===== src/rtl/pswr_pkg.sv =====
// Package for the PNG stored-block stream writer: payload structs, job and
// phase types, constant byte tables, CRC-32 and field helper functions.
// No dependencies.
`timescale 1ns / 1ps

package pswr_pkg;

  localparam int unsigned MAX_WIDTH  = 4096;
  localparam int unsigned MAX_HEIGHT = 4096;
  localparam int unsigned DIM_W      = 13;
  localparam int unsigned QUEUE_DEPTH = 4;
  localparam int unsigned QPTR_W     = $clog2(QUEUE_DEPTH);
  localparam logic [16:0] ADLER_MOD  = 17'd65521;
  localparam logic [31:0] CRC_POLY   = 32'hEDB88320;

  localparam logic REG_IMAGE_WIDTH  = 1'b0;
  localparam logic REG_IMAGE_HEIGHT = 1'b1;

  localparam logic MODE_START = 1'b0;
  localparam logic MODE_PIXEL = 1'b1;

  typedef struct packed {
    logic       mode;
    logic [7:0] red;
    logic [7:0] green;
    logic [7:0] blue;
  } in_item_t;

  typedef struct packed {
    logic [7:0] out_byte;
    logic       last_of_run;
    logic       end_of_file;
  } out_item_t;

  // One unit of work for the back end.
  typedef struct packed {
    logic       start;     // emit the file header
    logic       row_head;  // emit block header and filter byte first
    logic       last_row;
    logic       final_px;  // emit the trailer after the pixel
    logic [7:0] red;
    logic [7:0] green;
    logic [7:0] blue;
  } job_t;

  typedef enum logic [4:0] {
    PH_IDLE, PH_SIG, PH_IHDR_LEN, PH_IHDR_TAG, PH_IHDR_DATA, PH_IHDR_CRC,
    PH_IDAT_LEN, PH_IDAT_TAG, PH_ZLIB, PH_ROW_HEAD, PH_PIXEL, PH_ADLER,
    PH_IDAT_CRC, PH_IEND_LEN, PH_IEND_TAG, PH_IEND_CRC
  } phase_t;

  localparam logic [7:0] PNG_SIG [8] = '{8'h89, 8'h50, 8'h4E, 8'h47,
                                         8'h0D, 8'h0A, 8'h1A, 8'h0A};
  localparam logic [7:0] TAG_IHDR [4] = '{8'h49, 8'h48, 8'h44, 8'h52};
  localparam logic [7:0] TAG_IDAT [4] = '{8'h49, 8'h44, 8'h41, 8'h54};
  localparam logic [7:0] TAG_IEND [4] = '{8'h49, 8'h45, 8'h4E, 8'h44};

  // Clamp a dimension register to 1..max.
  function automatic logic [DIM_W-1:0] clamp_dim(input logic [DIM_W-1:0] v,
                                                 input logic [DIM_W-1:0] mx);
    logic [DIM_W-1:0] r;
    r = v;
    if (v == '0) r = DIM_W'(1);
    else if (v > mx) r = mx;
    return r;
  endfunction

  // Big-endian byte k of a 32-bit word.
  function automatic logic [7:0] be_byte(input logic [31:0] v, input logic [1:0] k);
    logic [7:0] r;
    case (k)
      2'd0:    r = v[31:24];
      2'd1:    r = v[23:16];
      2'd2:    r = v[15:8];
      default: r = v[7:0];
    endcase
    return r;
  endfunction

  // Reflected CRC-32 over one byte.
  function automatic logic [31:0] crc_byte(input logic [31:0] c_in, input logic [7:0] b);
    logic [31:0] c;
    c = c_in ^ {24'd0, b};
    for (int i = 0; i < 8; i++) begin
      c = c[0] ? ((c >> 1) ^ CRC_POLY) : (c >> 1);
    end
    return c;
  endfunction

  // Index of the final byte in each phase.
  function automatic logic [3:0] phase_last(input phase_t ph);
    logic [3:0] r;
    case (ph)
      PH_SIG:       r = 4'd7;
      PH_IHDR_DATA: r = 4'd12;
      PH_ZLIB:      r = 4'd1;
      PH_ROW_HEAD:  r = 4'd5;
      default:      r = 4'd3;
    endcase
    return r;
  endfunction

endpackage


===== src/rtl/png_stored_block_stream_writer.sv =====
// Top level of the PNG stored-block stream writer: configuration registers,
// front end, job queue and back end.
// Depends on pswr_pkg, pswr_front, pswr_queue, pswr_back.
`timescale 1ns / 1ps

//  channel   signals                          carries
//  input     in_valid / in_ready / in_data    mode and one RGB pixel
//  output    out_valid / out_ready / out_data one file byte with end flags
//  config    cfg_valid / cfg_ready /          register index and 13-bit value
//            cfg_index / cfg_data
//
// The back end emits one file byte per cycle while the output is not stalled; a pixel
// is four bytes, a row start ten, a start item 43 and the final pixel 24 (30 when
// it also opens its row).
// The front end takes a new item every cycle while the four-entry job queue
// has room; it drops pixels that arrive with no file open.
// A stalled output holds the byte in the output register; the back end then
// waits and the queue absorbs up to four more items.
// Reset (synchronous) closes any file, empties the queue and restores the
// image size to 1920 x 1080.

module png_stored_block_stream_writer (
  input  logic                       clk,
  input  logic                       rst,
  input  logic                       in_valid,
  output logic                       in_ready,
  input  pswr_pkg::in_item_t         in_data,
  output logic                       out_valid,
  input  logic                       out_ready,
  output pswr_pkg::out_item_t        out_data,
  input  logic                       cfg_valid,
  output logic                       cfg_ready,
  input  logic                       cfg_index,
  input  logic [pswr_pkg::DIM_W-1:0] cfg_data
);

  logic [pswr_pkg::DIM_W-1:0] image_width, image_height;
  logic [pswr_pkg::DIM_W-1:0] eff_width, eff_height;
  logic                       push, pop, q_full, q_not_empty;
  pswr_pkg::job_t             push_job, head_job;

  // Accept configuration transfers at once.
  assign cfg_ready = 1'b1;

  always_ff @(posedge clk) begin
    if (rst) begin
      image_width  <= pswr_pkg::DIM_W'(1920);
      image_height <= pswr_pkg::DIM_W'(1080);
    end else if (cfg_valid) begin
      case (cfg_index)
        pswr_pkg::REG_IMAGE_WIDTH:  image_width  <= cfg_data;
        pswr_pkg::REG_IMAGE_HEIGHT: image_height <= cfg_data;
        default: ;
      endcase
    end
  end

  // Hold sizes to their legal range before anyone uses them.
  assign eff_width  = pswr_pkg::clamp_dim(image_width,
                                          pswr_pkg::DIM_W'(pswr_pkg::MAX_WIDTH));
  assign eff_height = pswr_pkg::clamp_dim(image_height,
                                          pswr_pkg::DIM_W'(pswr_pkg::MAX_HEIGHT));

  pswr_front u_front (
    .clk        (clk),
    .rst        (rst),
    .in_valid   (in_valid),
    .in_ready   (in_ready),
    .in_data    (in_data),
    .q_full     (q_full),
    .eff_width  (eff_width),
    .eff_height (eff_height),
    .push       (push),
    .job        (push_job)
  );

  pswr_queue u_queue (
    .clk       (clk),
    .rst       (rst),
    .push      (push),
    .push_job  (push_job),
    .full      (q_full),
    .pop       (pop),
    .not_empty (q_not_empty),
    .head_job  (head_job)
  );

  pswr_back u_back (
    .clk         (clk),
    .rst         (rst),
    .q_not_empty (q_not_empty),
    .q_job       (head_job),
    .pop         (pop),
    .eff_width   (eff_width),
    .eff_height  (eff_height),
    .out_valid   (out_valid),
    .out_ready   (out_ready),
    .out_data    (out_data)
  );

endmodule


===== src/rtl/pswr_front.sv =====
// Front end of the PNG writer: accepts input items, tracks row, column and
// open-file state, and classifies each item into a back-end job.
// Depends on pswr_pkg.
`timescale 1ns / 1ps

module pswr_front (
  input  logic                        clk,
  input  logic                        rst,
  input  logic                        in_valid,
  output logic                        in_ready,
  input  pswr_pkg::in_item_t          in_data,
  input  logic                        q_full,
  input  logic [pswr_pkg::DIM_W-1:0]  eff_width,
  input  logic [pswr_pkg::DIM_W-1:0]  eff_height,
  output logic                        push,
  output pswr_pkg::job_t              job
);

  logic [11:0] column_index, column_index_next;
  logic [11:0] row_index, row_index_next;
  logic        frame_open, frame_open_next;
  logic        take;
  logic        row_end;
  logic        last_row;

  assign in_ready = !q_full;
  assign take     = in_valid && in_ready;
  assign row_end  = ({1'b0, column_index} + 13'd1) >= eff_width;
  assign last_row = ({1'b0, row_index} + 13'd1) >= eff_height;

  always_comb begin
    column_index_next = column_index;
    row_index_next    = row_index;
    frame_open_next   = frame_open;
    push              = 1'b0;
    job.start         = 1'b0;
    job.row_head      = (column_index == '0);
    job.last_row      = last_row;
    job.final_px      = row_end && last_row;
    job.red           = in_data.red;
    job.green         = in_data.green;
    job.blue          = in_data.blue;
    if (take) begin
      if (in_data.mode == pswr_pkg::MODE_START) begin
        push              = 1'b1;
        job.start         = 1'b1;
        column_index_next = '0;
        row_index_next    = '0;
        frame_open_next   = 1'b1;
      end else if (frame_open) begin
        push = 1'b1;
        if (!row_end) begin
          column_index_next = column_index + 12'd1;
        end else begin
          column_index_next = '0;
          if (!last_row) begin
            row_index_next = row_index + 12'd1;
          end else begin
            row_index_next  = '0;
            frame_open_next = 1'b0;
          end
        end
      end
    end
  end

  always_ff @(posedge clk) begin
    if (rst) begin
      column_index <= '0;
      row_index    <= '0;
      frame_open   <= 1'b0;
    end else begin
      column_index <= column_index_next;
      row_index    <= row_index_next;
      frame_open   <= frame_open_next;
    end
  end

endmodule


===== src/rtl/pswr_queue.sv =====
// Job queue between front and back end of the PNG writer.
// Depends on pswr_pkg.
`timescale 1ns / 1ps

module pswr_queue (
  input  logic            clk,
  input  logic            rst,
  input  logic            push,
  input  pswr_pkg::job_t  push_job,
  output logic            full,
  input  logic            pop,
  output logic            not_empty,
  output pswr_pkg::job_t  head_job
);

  pswr_pkg::job_t                 slots [pswr_pkg::QUEUE_DEPTH];
  logic [pswr_pkg::QPTR_W-1:0]    wr_ptr, rd_ptr;
  logic [pswr_pkg::QPTR_W:0]      count;

  assign full      = (count == (pswr_pkg::QPTR_W+1)'(pswr_pkg::QUEUE_DEPTH));
  assign not_empty = (count != '0);
  assign head_job  = slots[rd_ptr];

  always_ff @(posedge clk) begin
    if (push) slots[wr_ptr] <= push_job;
  end

  always_ff @(posedge clk) begin
    if (rst) begin
      wr_ptr <= '0;
      rd_ptr <= '0;
      count  <= '0;
    end else begin
      if (push) wr_ptr <= wr_ptr + 1'b1;
      if (pop)  rd_ptr <= rd_ptr + 1'b1;
      case ({push, pop})
        2'b10:   count <= count + 1'b1;
        2'b01:   count <= count - 1'b1;
        default: count <= count;
      endcase
    end
  end

endmodule


===== src/rtl/pswr_back.sv =====
// Back end of the PNG writer: sequences the bytes of each job, keeps the
// CRC-32 and Adler-32 sums, and drives the registered output stage.
// Depends on pswr_pkg.
`timescale 1ns / 1ps

module pswr_back (
  input  logic                        clk,
  input  logic                        rst,
  input  logic                        q_not_empty,
  input  pswr_pkg::job_t              q_job,
  output logic                        pop,
  input  logic [pswr_pkg::DIM_W-1:0]  eff_width,
  input  logic [pswr_pkg::DIM_W-1:0]  eff_height,
  output logic                        out_valid,
  input  logic                        out_ready,
  output pswr_pkg::out_item_t         out_data
);

  pswr_pkg::phase_t phase, phase_next;
  logic [3:0]       cnt, cnt_next;
  pswr_pkg::job_t   cur, cur_next;
  logic [31:0]      crc_register, crc_next;
  logic [15:0]      adler_sum_a, adler_sum_a_next;
  logic [15:0]      adler_sum_b, adler_sum_b_next;
  logic [31:0]      data_chunk_len;
  logic [15:0]      row_len;
  logic             emit, last_in_phase, job_end, in_crc, in_adler;
  logic [7:0]       b;
  logic [31:0]      crc_base;
  logic [16:0]      a_sum, b_sum;
  logic [15:0]      a_mod;
  pswr_pkg::phase_t follow;

  assign row_len = 16'd1 + {1'b0, eff_width, 2'b00};

  // IDAT length = 6 + h * (6 + 4w); register the product.
  always_ff @(posedge clk) begin
    data_chunk_len <= 32'd6 + 32'(eff_height) * 32'(16'd5 + row_len);
  end

  always_comb begin
    emit          = (phase != pswr_pkg::PH_IDLE) && (!out_valid || out_ready);
    last_in_phase = (cnt == pswr_pkg::phase_last(phase));
    in_crc        = 1'b0;
    in_adler      = 1'b0;
    crc_base      = crc_register;
    b             = 8'h00;
    follow        = pswr_pkg::PH_IDLE;
    case (phase)
      pswr_pkg::PH_SIG: begin
        b = pswr_pkg::PNG_SIG[cnt[2:0]];
        follow = pswr_pkg::PH_IHDR_LEN;
      end
      pswr_pkg::PH_IHDR_LEN: begin
        b = pswr_pkg::be_byte(32'd13, cnt[1:0]);
        follow = pswr_pkg::PH_IHDR_TAG;
      end
      pswr_pkg::PH_IHDR_TAG: begin
        b = pswr_pkg::TAG_IHDR[cnt[1:0]];
        in_crc = 1'b1;
        if (cnt == '0) crc_base = '1;
        follow = pswr_pkg::PH_IHDR_DATA;
      end
      pswr_pkg::PH_IHDR_DATA: begin
        in_crc = 1'b1;
        if (cnt < 4'd4)       b = pswr_pkg::be_byte(32'(eff_width), cnt[1:0]);
        else if (cnt < 4'd8)  b = pswr_pkg::be_byte(32'(eff_height), cnt[1:0]);
        else if (cnt == 4'd8) b = 8'd8;
        else if (cnt == 4'd9) b = 8'd6;
        else                  b = 8'd0;
        follow = pswr_pkg::PH_IHDR_CRC;
      end
      pswr_pkg::PH_IHDR_CRC: begin
        b = pswr_pkg::be_byte(~crc_register, cnt[1:0]);
        follow = pswr_pkg::PH_IDAT_LEN;
      end
      pswr_pkg::PH_IDAT_LEN: begin
        b = pswr_pkg::be_byte(data_chunk_len, cnt[1:0]);
        follow = pswr_pkg::PH_IDAT_TAG;
      end
      pswr_pkg::PH_IDAT_TAG: begin
        b = pswr_pkg::TAG_IDAT[cnt[1:0]];
        in_crc = 1'b1;
        if (cnt == '0) crc_base = '1;
        follow = pswr_pkg::PH_ZLIB;
      end
      pswr_pkg::PH_ZLIB: begin
        b = (cnt == '0) ? 8'h78 : 8'h01;
        in_crc = 1'b1;
      end
      pswr_pkg::PH_ROW_HEAD: begin
        in_crc = 1'b1;
        case (cnt)
          4'd0:    b = {7'd0, cur.last_row};
          4'd1:    b = row_len[7:0];
          4'd2:    b = row_len[15:8];
          4'd3:    b = ~row_len[7:0];
          4'd4:    b = ~row_len[15:8];
          default: begin
            b = 8'h00;
            in_adler = 1'b1;
          end
        endcase
        follow = pswr_pkg::PH_PIXEL;
      end
      pswr_pkg::PH_PIXEL: begin
        in_crc   = 1'b1;
        in_adler = 1'b1;
        case (cnt[1:0])
          2'd0:    b = cur.red;
          2'd1:    b = cur.green;
          2'd2:    b = cur.blue;
          default: b = 8'hFF;
        endcase
        follow = cur.final_px ? pswr_pkg::PH_ADLER : pswr_pkg::PH_IDLE;
      end
      pswr_pkg::PH_ADLER: begin
        b = pswr_pkg::be_byte({adler_sum_b, adler_sum_a}, cnt[1:0]);
        in_crc = 1'b1;
        follow = pswr_pkg::PH_IDAT_CRC;
      end
      pswr_pkg::PH_IDAT_CRC: begin
        b = pswr_pkg::be_byte(~crc_register, cnt[1:0]);
        follow = pswr_pkg::PH_IEND_LEN;
      end
      pswr_pkg::PH_IEND_LEN: begin
        b = 8'h00;
        follow = pswr_pkg::PH_IEND_TAG;
      end
      pswr_pkg::PH_IEND_TAG: begin
        b = pswr_pkg::TAG_IEND[cnt[1:0]];
        in_crc = 1'b1;
        if (cnt == '0) crc_base = '1;
        follow = pswr_pkg::PH_IEND_CRC;
      end
      pswr_pkg::PH_IEND_CRC: begin
        b = pswr_pkg::be_byte(~crc_register, cnt[1:0]);
      end
      default: begin
        b = 8'h00;
      end
    endcase
    job_end = last_in_phase && (follow == pswr_pkg::PH_IDLE);

    // Adler sums: each stays below the modulus, so one subtract suffices.
    a_sum = {1'b0, adler_sum_a} + {9'd0, b};
    a_mod = (a_sum >= pswr_pkg::ADLER_MOD) ? 16'(a_sum - pswr_pkg::ADLER_MOD)
                                           : a_sum[15:0];
    b_sum = {1'b0, adler_sum_b} + {1'b0, a_mod};

    crc_next         = crc_register;
    adler_sum_a_next = adler_sum_a;
    adler_sum_b_next = adler_sum_b;
    phase_next       = phase;
    cnt_next         = cnt;
    cur_next         = cur;
    if (emit) begin
      if (in_crc) crc_next = pswr_pkg::crc_byte(crc_base, b);
      if (in_adler) begin
        adler_sum_a_next = a_mod;
        adler_sum_b_next = (b_sum >= pswr_pkg::ADLER_MOD)
                           ? 16'(b_sum - pswr_pkg::ADLER_MOD) : b_sum[15:0];
      end
      if (last_in_phase) begin
        phase_next = follow;
        cnt_next   = '0;
      end else begin
        cnt_next = cnt + 4'd1;
      end
    end

    // Load the next job when idle or right behind the final byte.
    pop = q_not_empty && ((phase == pswr_pkg::PH_IDLE) || (emit && job_end));
    if (pop) begin
      cur_next = q_job;
      cnt_next = '0;
      if (q_job.start) begin
        phase_next       = pswr_pkg::PH_SIG;
        adler_sum_a_next = 16'd1;
        adler_sum_b_next = 16'd0;
      end else if (q_job.row_head) begin
        phase_next = pswr_pkg::PH_ROW_HEAD;
      end else begin
        phase_next = pswr_pkg::PH_PIXEL;
      end
    end
  end

  always_ff @(posedge clk) begin
    if (rst) begin
      phase        <= pswr_pkg::PH_IDLE;
      cnt          <= '0;
      crc_register <= '1;
      adler_sum_a  <= 16'd1;
      adler_sum_b  <= 16'd0;
      out_valid    <= 1'b0;
    end else begin
      phase        <= phase_next;
      cnt          <= cnt_next;
      crc_register <= crc_next;
      adler_sum_a  <= adler_sum_a_next;
      adler_sum_b  <= adler_sum_b_next;
      if (emit) out_valid <= 1'b1;
      else if (out_ready) out_valid <= 1'b0;
    end
  end

  always_ff @(posedge clk) begin
    cur <= cur_next;
    if (emit) begin
      out_data.out_byte    <= b;
      out_data.last_of_run <= job_end;
      out_data.end_of_file <= job_end && (phase == pswr_pkg::PH_IEND_CRC);
    end
  end

  a_eof_is_last: assert property (@(posedge clk) disable iff (rst)
    out_valid && out_data.end_of_file |-> out_data.last_of_run)
    else $error("end_of_file without last_of_run");

  a_trailer_final: assert property (@(posedge clk) disable iff (rst)
    phase == pswr_pkg::PH_ADLER |-> cur.final_px)
    else $error("trailer started for a non-final pixel");

  a_idle_cnt: assert property (@(posedge clk) disable iff (rst)
    phase == pswr_pkg::PH_IDLE |-> cnt == '0)
    else $error("byte counter not cleared while idle");

  a_pop_ok: assert property (@(posedge clk) disable iff (rst)
    pop |-> q_not_empty)
    else $error("job taken from an empty queue");

endmodule


===== config.mk =====
export PLATFORM = sky130hd
export DESIGN_NAME = png_stored_block_stream_writer
export DESIGN_NICKNAME = d
export VERILOG_FILES = /design/src/rtl/pswr_pkg.sv /design/src/rtl/png_stored_block_stream_writer.sv /design/src/rtl/pswr_front.sv /design/src/rtl/pswr_queue.sv /design/src/rtl/pswr_back.sv
export SDC_FILE = /design/constraint.sdc
export NUM_CORES = 1
export LEC_CHECK = 0
export BUFFER_PORTS_ARGS = -buffer_cell sky130_fd_sc_hd__buf_2
export CORE_ASPECT_RATIO = 2
export CORE_MARGIN = 2
export CORE_UTILIZATION = 50
export CTS_BUF_LIST = sky130_fd_sc_hd__clkbuf_8 sky130_fd_sc_hd__clkbuf_16
export CTS_CLUSTER_DIAMETER = 100
export DETAILED_ROUTE_END_ITERATION = 12
export PLACE_DENSITY = 0.66
export SLEW_MARGIN = 15
export SYNTH_ARGS = -nofsm -noshare
export SYNTH_HDL_FRONTEND = slang
export SYNTH_HIERARCHICAL = 1
export SYNTH_SLANG_ARGS = --single-unit

===== constraint.sdc =====
create_clock -name clk -period 24.8 [get_ports clk]
set_input_delay 3.72 -clock clk [delete_from_list [all_inputs] [get_ports clk]]
set_output_delay 3.72 -clock clk [all_outputs]
set_load 0.005 [all_outputs]

; ---- Yosys cells after proc, flatten, opt, wreduce, memory -nomap -nowiden
; Memories as Yosys holds them, arrays and structs flattened. A register that Yosys moved wholly into a read port is not among the register bits.
; Index checks and enable logic that the tools add are counted.
[classes]
addsub = 16
multipliers = 1
magnitude_cmp = 10
n_eq_ne = 29
muxes = 84
bitwise = 15
n_reduce_logical = 37
[op_table]
columns = op, n
row1 = 32-bit 2-to-1 mux, 10
row2 = 16-bit 2-to-1 mux, 10
row3 = 13-bit NOT with 14-bit output, 8
row4 = 8-bit case mux with 12 select lines, 1
row5 = 8-bit case mux with 3 select lines, 4
row6 = 8-bit 2-to-1 mux, 11
row7 = 12-bit 2-to-1 mux, 7
row8 = 5-bit case mux with 13 select lines, 1
row9 = 13-bit 2-to-1 mux, 4
row10 = 8-bit binary-select mux with 2-bit select, 3
row11 = 5-bit by 4-bit equality test with 1-bit output (second input constant), 8
row12 = 8-bit case mux with 5 select lines, 1
row13 = 17-bit by 16-bit greater-or-equal comparator with 1-bit output (second input constant), 2
row14 = 3-bit by 32-bit adder with 32-bit output (first input constant), 1
row15 = 13-bit by 32-bit multiplier with 32-bit output, 1
row16 = 32-bit NOT, 1
row17 = 8-bit case mux with 2 select lines, 2
row18 = 16-bit subtractor (second input constant), 2
row19 = 32-bit by 8-bit bitwise XOR with 32-bit output, 1
row20 = 12-bit by 1-bit adder with 13-bit output (second input constant), 2
row21 = 13-bit greater-or-equal comparator, 2
row22 = 13-bit > comparator (second input constant), 2
row23 = 13-bit logical NOT, 2
row24 = 12-bit by 1-bit adder with 12-bit output (second input constant), 2
row25 = 53 further kinds, 104
[word_totals]
reg_bits = 200
mem_bits_rw = 112
rom_bits = 64
in_bits = 44
wordCells = 217
mem_count = 2
[memory_table]
columns = memory, depth, word_bits, read_ports, rd_ports_with_merged_regs, write_ports, line_no
row1 = u_queue.slots, 4, 28, 1, 1, 1, pswr_queue.sv:16  ; pswr_pkg::job_t slots [pswr_pkg::QUEUE_DEPTH];
row2 = (no name shown), 8, 8, 1, 0, 0, pswr_back.sv:51  ; b = pswr_pkg::PNG_SIG[cnt[2:0]];

; ---- Depth between registers and ports, before layout
[logic_depth]
ltp_word = 24
mapped_depth = 41
depth_no_buf = 34

; ---- Modules after synthesis
; Netlist, hierarchy kept.
[by_module_without_submodules]
columns = mod, instances, cells_each, area_each_um2
row1 = pswr_back, 1, 1874, 16001.6
row2 = pswr_queue, 1, 189, 4516.8
row3 = pswr_front, 1, 293, 2327.2
row4 = png_stored_block_stream_writer, 1, 152, 1143.6

; ---- Least setup slack after synthesis
; Ideal clock, no wire load.
[synth_path]
path_type = register to register
startpoint = register u_back.cnt[0]
endpoint = register u_back.adler_sum_b[7]
setup_time_ps = 70
arrival_ps = 8349
required_time_ps = 24730
setup_slack_ps = 16381
path_stages_with_launch = 38
path_cell_list = dfxtp_1 > clkbuf_1 > inv_1 > ha_1 > buf_2 > inv_1 > buf_2 > o22ai_1 > o311ai_0 > o21ai_0 > or4_1 > ha_1 > fa_1 > a21oi_1 > o21ai_1 > a2111oi_2 > nor2_1 > nor4_1 > [2 not listed] > buf_2 > o21ai_2 > mux2i_1 > inv_1 > fa_1 > nand3b_1 > a311oi_1 > o21ai_0 > a21oi_1 > xor2_1 > nand4_1 > nor4_1 > a21oi_1 > buf_2 > buf_2 > o31ai_1 > nand3_1 > a21oi_1
[synth_between]
elab_chain_cells = 16
[synth_lines]
columns = element, line_no
row1 = start: declaration, pswr_back.sv:20  ; logic [3:0] cnt, cnt_next;
row2 = start signal: assignment, pswr_back.sv:199  ; cnt <= cnt_next;
row3 = 2-bit by 1-bit equality test with 1-bit output / 2-bit logical NOT (equally long branches), "pswr_pkg.sv:71, pswr_back.sv:109"
row4 = 2-bit OR reduction (no source line), --
row5 = 8-bit case mux with 2 select lines, pswr_pkg.sv:71  ; case (k)
row6 = 8-bit 2-to-1 mux, pswr_back.sv:67  ; else if (cnt < 4'd8) b = pswr_pkg::be_byte(32'(eff_height), cnt[1:0]);
row7 = 8-bit 2-to-1 mux, pswr_back.sv:66  ; if (cnt < 4'd4) b = pswr_pkg::be_byte(32'(eff_width), cnt[1:0]);
row8 = 8-bit case mux with 12 select lines *, pswr_back.sv:49  ; case (phase)
row9 = via u_back.b[0], pswr_back.sv:28  ; logic [7:0] b;
row10 = 16-bit by 8-bit adder with 17-bit output *, pswr_back.sv:146  ; a_sum = {1'b0, adler_sum_a} + {9'd0, b};
row11 = 16-bit subtractor / 17-bit by 16-bit greater-or-equal comparator with 1-bit output (equally long branches), pswr_back.sv:147  ; a_mod = (a_sum >= pswr_pkg::ADLER_MOD) ? 16'(a_sum - pswr_pkg::ADLER_MOD)
row12 = 16-bit 2-to-1 mux *, pswr_back.sv:147
row13 = 16-bit by 16-bit adder with 17-bit output *, pswr_back.sv:149  ; b_sum = {1'b0, adler_sum_b} + {1'b0, a_mod};
row14 = 16-bit subtractor / 17-bit by 16-bit greater-or-equal comparator with 1-bit output (equally long branches), "pswr_back.sv:162, pswr_back.sv:161"
row15 = 16-bit 2-to-1 mux *, pswr_back.sv:162  ; ? 16'(b_sum - pswr_pkg::ADLER_MOD) : b_sum[15:0];
row16 = 16-bit 2-to-1 mux *, pswr_back.sv:159  ; if (in_adler) begin
row17 = 16-bit 2-to-1 mux *, pswr_back.sv:157  ; if (emit) begin
row18 = 16-bit 2-to-1 mux, pswr_back.sv:177  ; if (q_job.start) begin
row19 = 16-bit 2-to-1 mux *, pswr_back.sv:174  ; if (pop) begin
row20 = end signal: assignment, pswr_back.sv:202  ; adler_sum_b <= adler_sum_b_next;
row21 = end: declaration, pswr_back.sv:24  ; logic [15:0] adler_sum_b, adler_sum_b_next;
; Mark *: on every way through the listed nets, which the timed path passes. The rest lies on a longest branch. The select of a mux whose other input is x is not followed.
; A chain may end at the register's enable or synchronous reset.

; ---- Worst setup path in the final report
; Same ends and word-level chain as after synthesis.

==> results.toml <==
[timing]
setup_tns_ns = 0
fmax_mhz = 96.4
fin_hold_ws_ns = 0.458
skew_ns = 0.0315
post-route-min-period_ns = 10.38
period_share_pct = 41.8
finalHoldViolations = 0
slew-limit-headroom_pct = 27.2
drv_slew = 0
setup_viol = 0
worst_pin_slew_ns = 1.07
rsz0062_at_grt = "no"

[clocking]
clk_latency_ns = 0.61
clk_pin_slew_worst_paths_ns = 0.07
ctsRootBufferMaster = "clkbuf_16"
ctsHtreeMaxLevel = 1
clock-sinks = 311
cts_hold_buf = 0
cts_resized = 0
clk_path_buf_depth = 3
post-cts-setup-buffers = 0
cts_tree = "done"
cts_inserted_buffers = 29

[synthesis]
synthFlopType = "dfxtp_1"
synth_edf_count = 148
synth.most_common_cell = "nand2_1"
synth_top_area_cell = "edfxtp_1"
yosysUniqueCellTypes = 100
syn_nets = 2854
synth_seq_cells = 311
ys_seq_area_share_pct = 32.1
synthesis.instances = 2508
synth.avg_cell_area_um2 = 9.57
synth_top_area_share_pct = 18.5
synth_commonest_cells = "295 x nand2_1, 229 x inv_1, 163 x dfxtp_1"
async_flop_share_pct = 0
synth.area.top_cells = "edfxtp_1 19%, dfxtp_1 14%, fa_1 12%, ha_1 8.1%, nand2_1 4.6%"
synth_area_um2 = 24000
synth_warnings = 6

[floorplanning]
core_area_um2 = 47500
row_count = 113
initial_utilization_pct = 50.5
ioPinCount = 57
die_h_um = 314
chipWidth_um = 159
dieArea_um2 = 49900

[global_routing]
grt_first_pass_wirelength_um = 105000
grt_overflow = 0
grtUsageTotal_pct = 26.7
antenna_found_initial = 1
grt_max_degree = 53
grt_pass1_vias = 19414

[outcome]
outcome = "finished, final reports clean"

[route]
wl_um = 66700
vias_per_cell = 5.87
wl_met2_um = 36600
top_layer = "met4"
route.detailed.drc = 0
drt_iter0_markers = 1306
routed-wl-met3_um = 2620
wire_per_inst_um = 21.2
ant_nets = 0
first_pass_iters = 7
m1WireLength_um = 22900
vias = 18480

[worst_setup_path]
rr_worst_depth = 33
critPathKind = "register to register"
cp.required_ns = 25.26
start_kind = "register"
path_common_cell = "a21oi_1"
cp.arrival_ns = 10.84
critPathSlowestCell = "or4_1"
cp-end-kind = "register"
reg2reg_setup_slack_ns = 14.42
max_stage_delay_ns = 0.72
worstPathMaxFanout = 38
r2r_start = "u_back/cnt[0]"
r2r-end = "u_back/adler_sum_b[7]"

[hold_path]
hold_start = "image_width[0]"
worstHoldPathType = "register to register"
whs_path_depth = 2
min_delay_worst_endpoint = "image_width[0]"

[cells_and_area]
layout.nets = 2839
antenna_cells = 0
syn_to_final_growth_pct = 7.11
drive_above_1_share_pct = 9.31
utilization_pct = 54.1

[power]
finalPower_mw = 2.30
clkPwrFrac_pct = 20.9
p_switching_uw = 936
p_int_mw = 1.36
p_sw_share_pct = 40.8
p_leak_nw = 10.7
combPwrFrac_pct = 48.5
cellPowerDensity_nw_per_um2 = 89.4
seq_power_share_pct = 30.6
vdd_ir_drop_max_v = 0.0000806

[placed_design]
place_hpwl_um = 50200
io_buffers = 55
globalplace.congestion = 0.939

[run]
drv_cap = 0
-- kinds of logic (layout without fill, tap and decap cells) --
family	count (synthesis)	count (layout)	synth area share, %
mux	47	47	3.56
other cells	1	1	0.0156
simple gates	828	828	17.0
flops	311	311	32.1
fa+ha+maj	302	302	20.4
compound gates	461	461	13.1
buf+inv	385	391	7.00
xor+xnor	173	173	6.82
-- worst max path at each step --
stage / from / to / slack [ns]
after detailed placement: u_back/cnt[0] / u_back/adler_sum_b[7] / 14.55
final: u_back/cnt[0] / u_back/adler_sum_b[7] / 14.42
after global routing: u_back/cnt[0] / u_back/adler_sum_b[7] / 13.74
after global placement: u_back/cnt[0] / u_back/adler_sum_b[10] / 14.80
after CTS: u_back/cnt[0] / u_back/adler_sum_b[7] / 14.50
after floorplan: u_back/cnt[0] / u_back/adler_sum_b[7] / 16.38
-- power by group through the flow --
stage | clock, mW | combinational (mW) | sequential (mW)
finish | 0.480 | 1.11 | 0.703
CTS | 0.490 | 1.11 | 0.704
global placement | 0 | 1.09 | 0.714
floorplan | 0 | 0.853 | 0.678
detailed placement | 0 | 1.11 | 0.714
global route | 0.509 | 1.22 | 0.709
-- registers in the layout, summed over array words and instances, names as in the netlist, 10 cells and up, named ones only --
register	count
image_width	13
u_queue/slots	112
u_front/column_index	12
u_back/adler_sum_a	16
u_back/data_chunk_len	30
u_back/out_data	10
u_back/crc_register	32
image_height	13
u_back/adler_sum_b	16
u_back/cur	26
u_front/row_index	12
-- cell type report --
type / instances / area, um^2
clock buffer: 36 / 833
clock inverter: 16 / 190
fill: 4285 / 21800
inverter: 229 / 860
multi-input combinational: 1812 / 14600
sequential: 311 / 7710
tap: 632 / 791
timing repair buffer: 110 / 688
-- per-layer routing --
metal,global-route usage [%],vias to the layer above
met5,0,-
met4,16.9,0
met3,3.00,230
met2,51.5,564
met1,27.1,9066
li1,-,8620
-- worst max-delay path: cells and delay by family, from the launching register on --
| kind | cells | cell delay [ns] |
|---|---|---|
| mux | 1 | 0.37 |
| simple gates | 9 | 3.15 |
| flops | 1 | 0.51 |
| buf+inv | 5 | 1.10 |
| fa+ha+maj | 4 | 1.42 |
| compound gates | 13 | 3.41 |
| xor+xnor | 1 | 0.26 |
-- per-stage QoR --
step                      cells  instance area [um^2]  setup WS, ns
final                      3146                 25700         14.42
after global routing       3146                 25700         13.74
after CTS                  3146                 25700         14.50
after detailed placement   3094                 24700         14.55
after global placement     3094                 24700         14.80
after floorplan            2508                 24000         16.38
-- cell usage in the layout (no fill, tap or decap), types with 11 or more instances in the layout --
master	netlist	layout
nand2_1	295	295
dfxtp_1	163	162
a21oi_1	138	137
mux4_2	20	20
nor3_1	58	58
a21o_1	25	25
inv_1	229	230
o21a_1	18	18
ha_1	155	154
a222oi_1	17	17
xnor2_1	112	112
nor2b_1	51	50
o211ai_1	11	11
nand3b_1	23	23
o31ai_1	11	11
o21ai_0	76	76
or3_1	16	16
a211oi_1	15	15
and3_1	27	27
fa_1	147	147
nand3_1	39	39
nand2b_1	27	27
a211o_1	21	21
a32o_1	11	11
nand4_1	13	13
a31oi_1	12	12
mux2i_1	16	16
nor2_1	153	153
buf_4	32	55
clkbuf_16	0	30
nor4_1	14	14
buf_2	38	55
and2_1	65	61
edfxtp_1	148	148
xor2_1	52	52
Power figures use the tool's default switching activity.
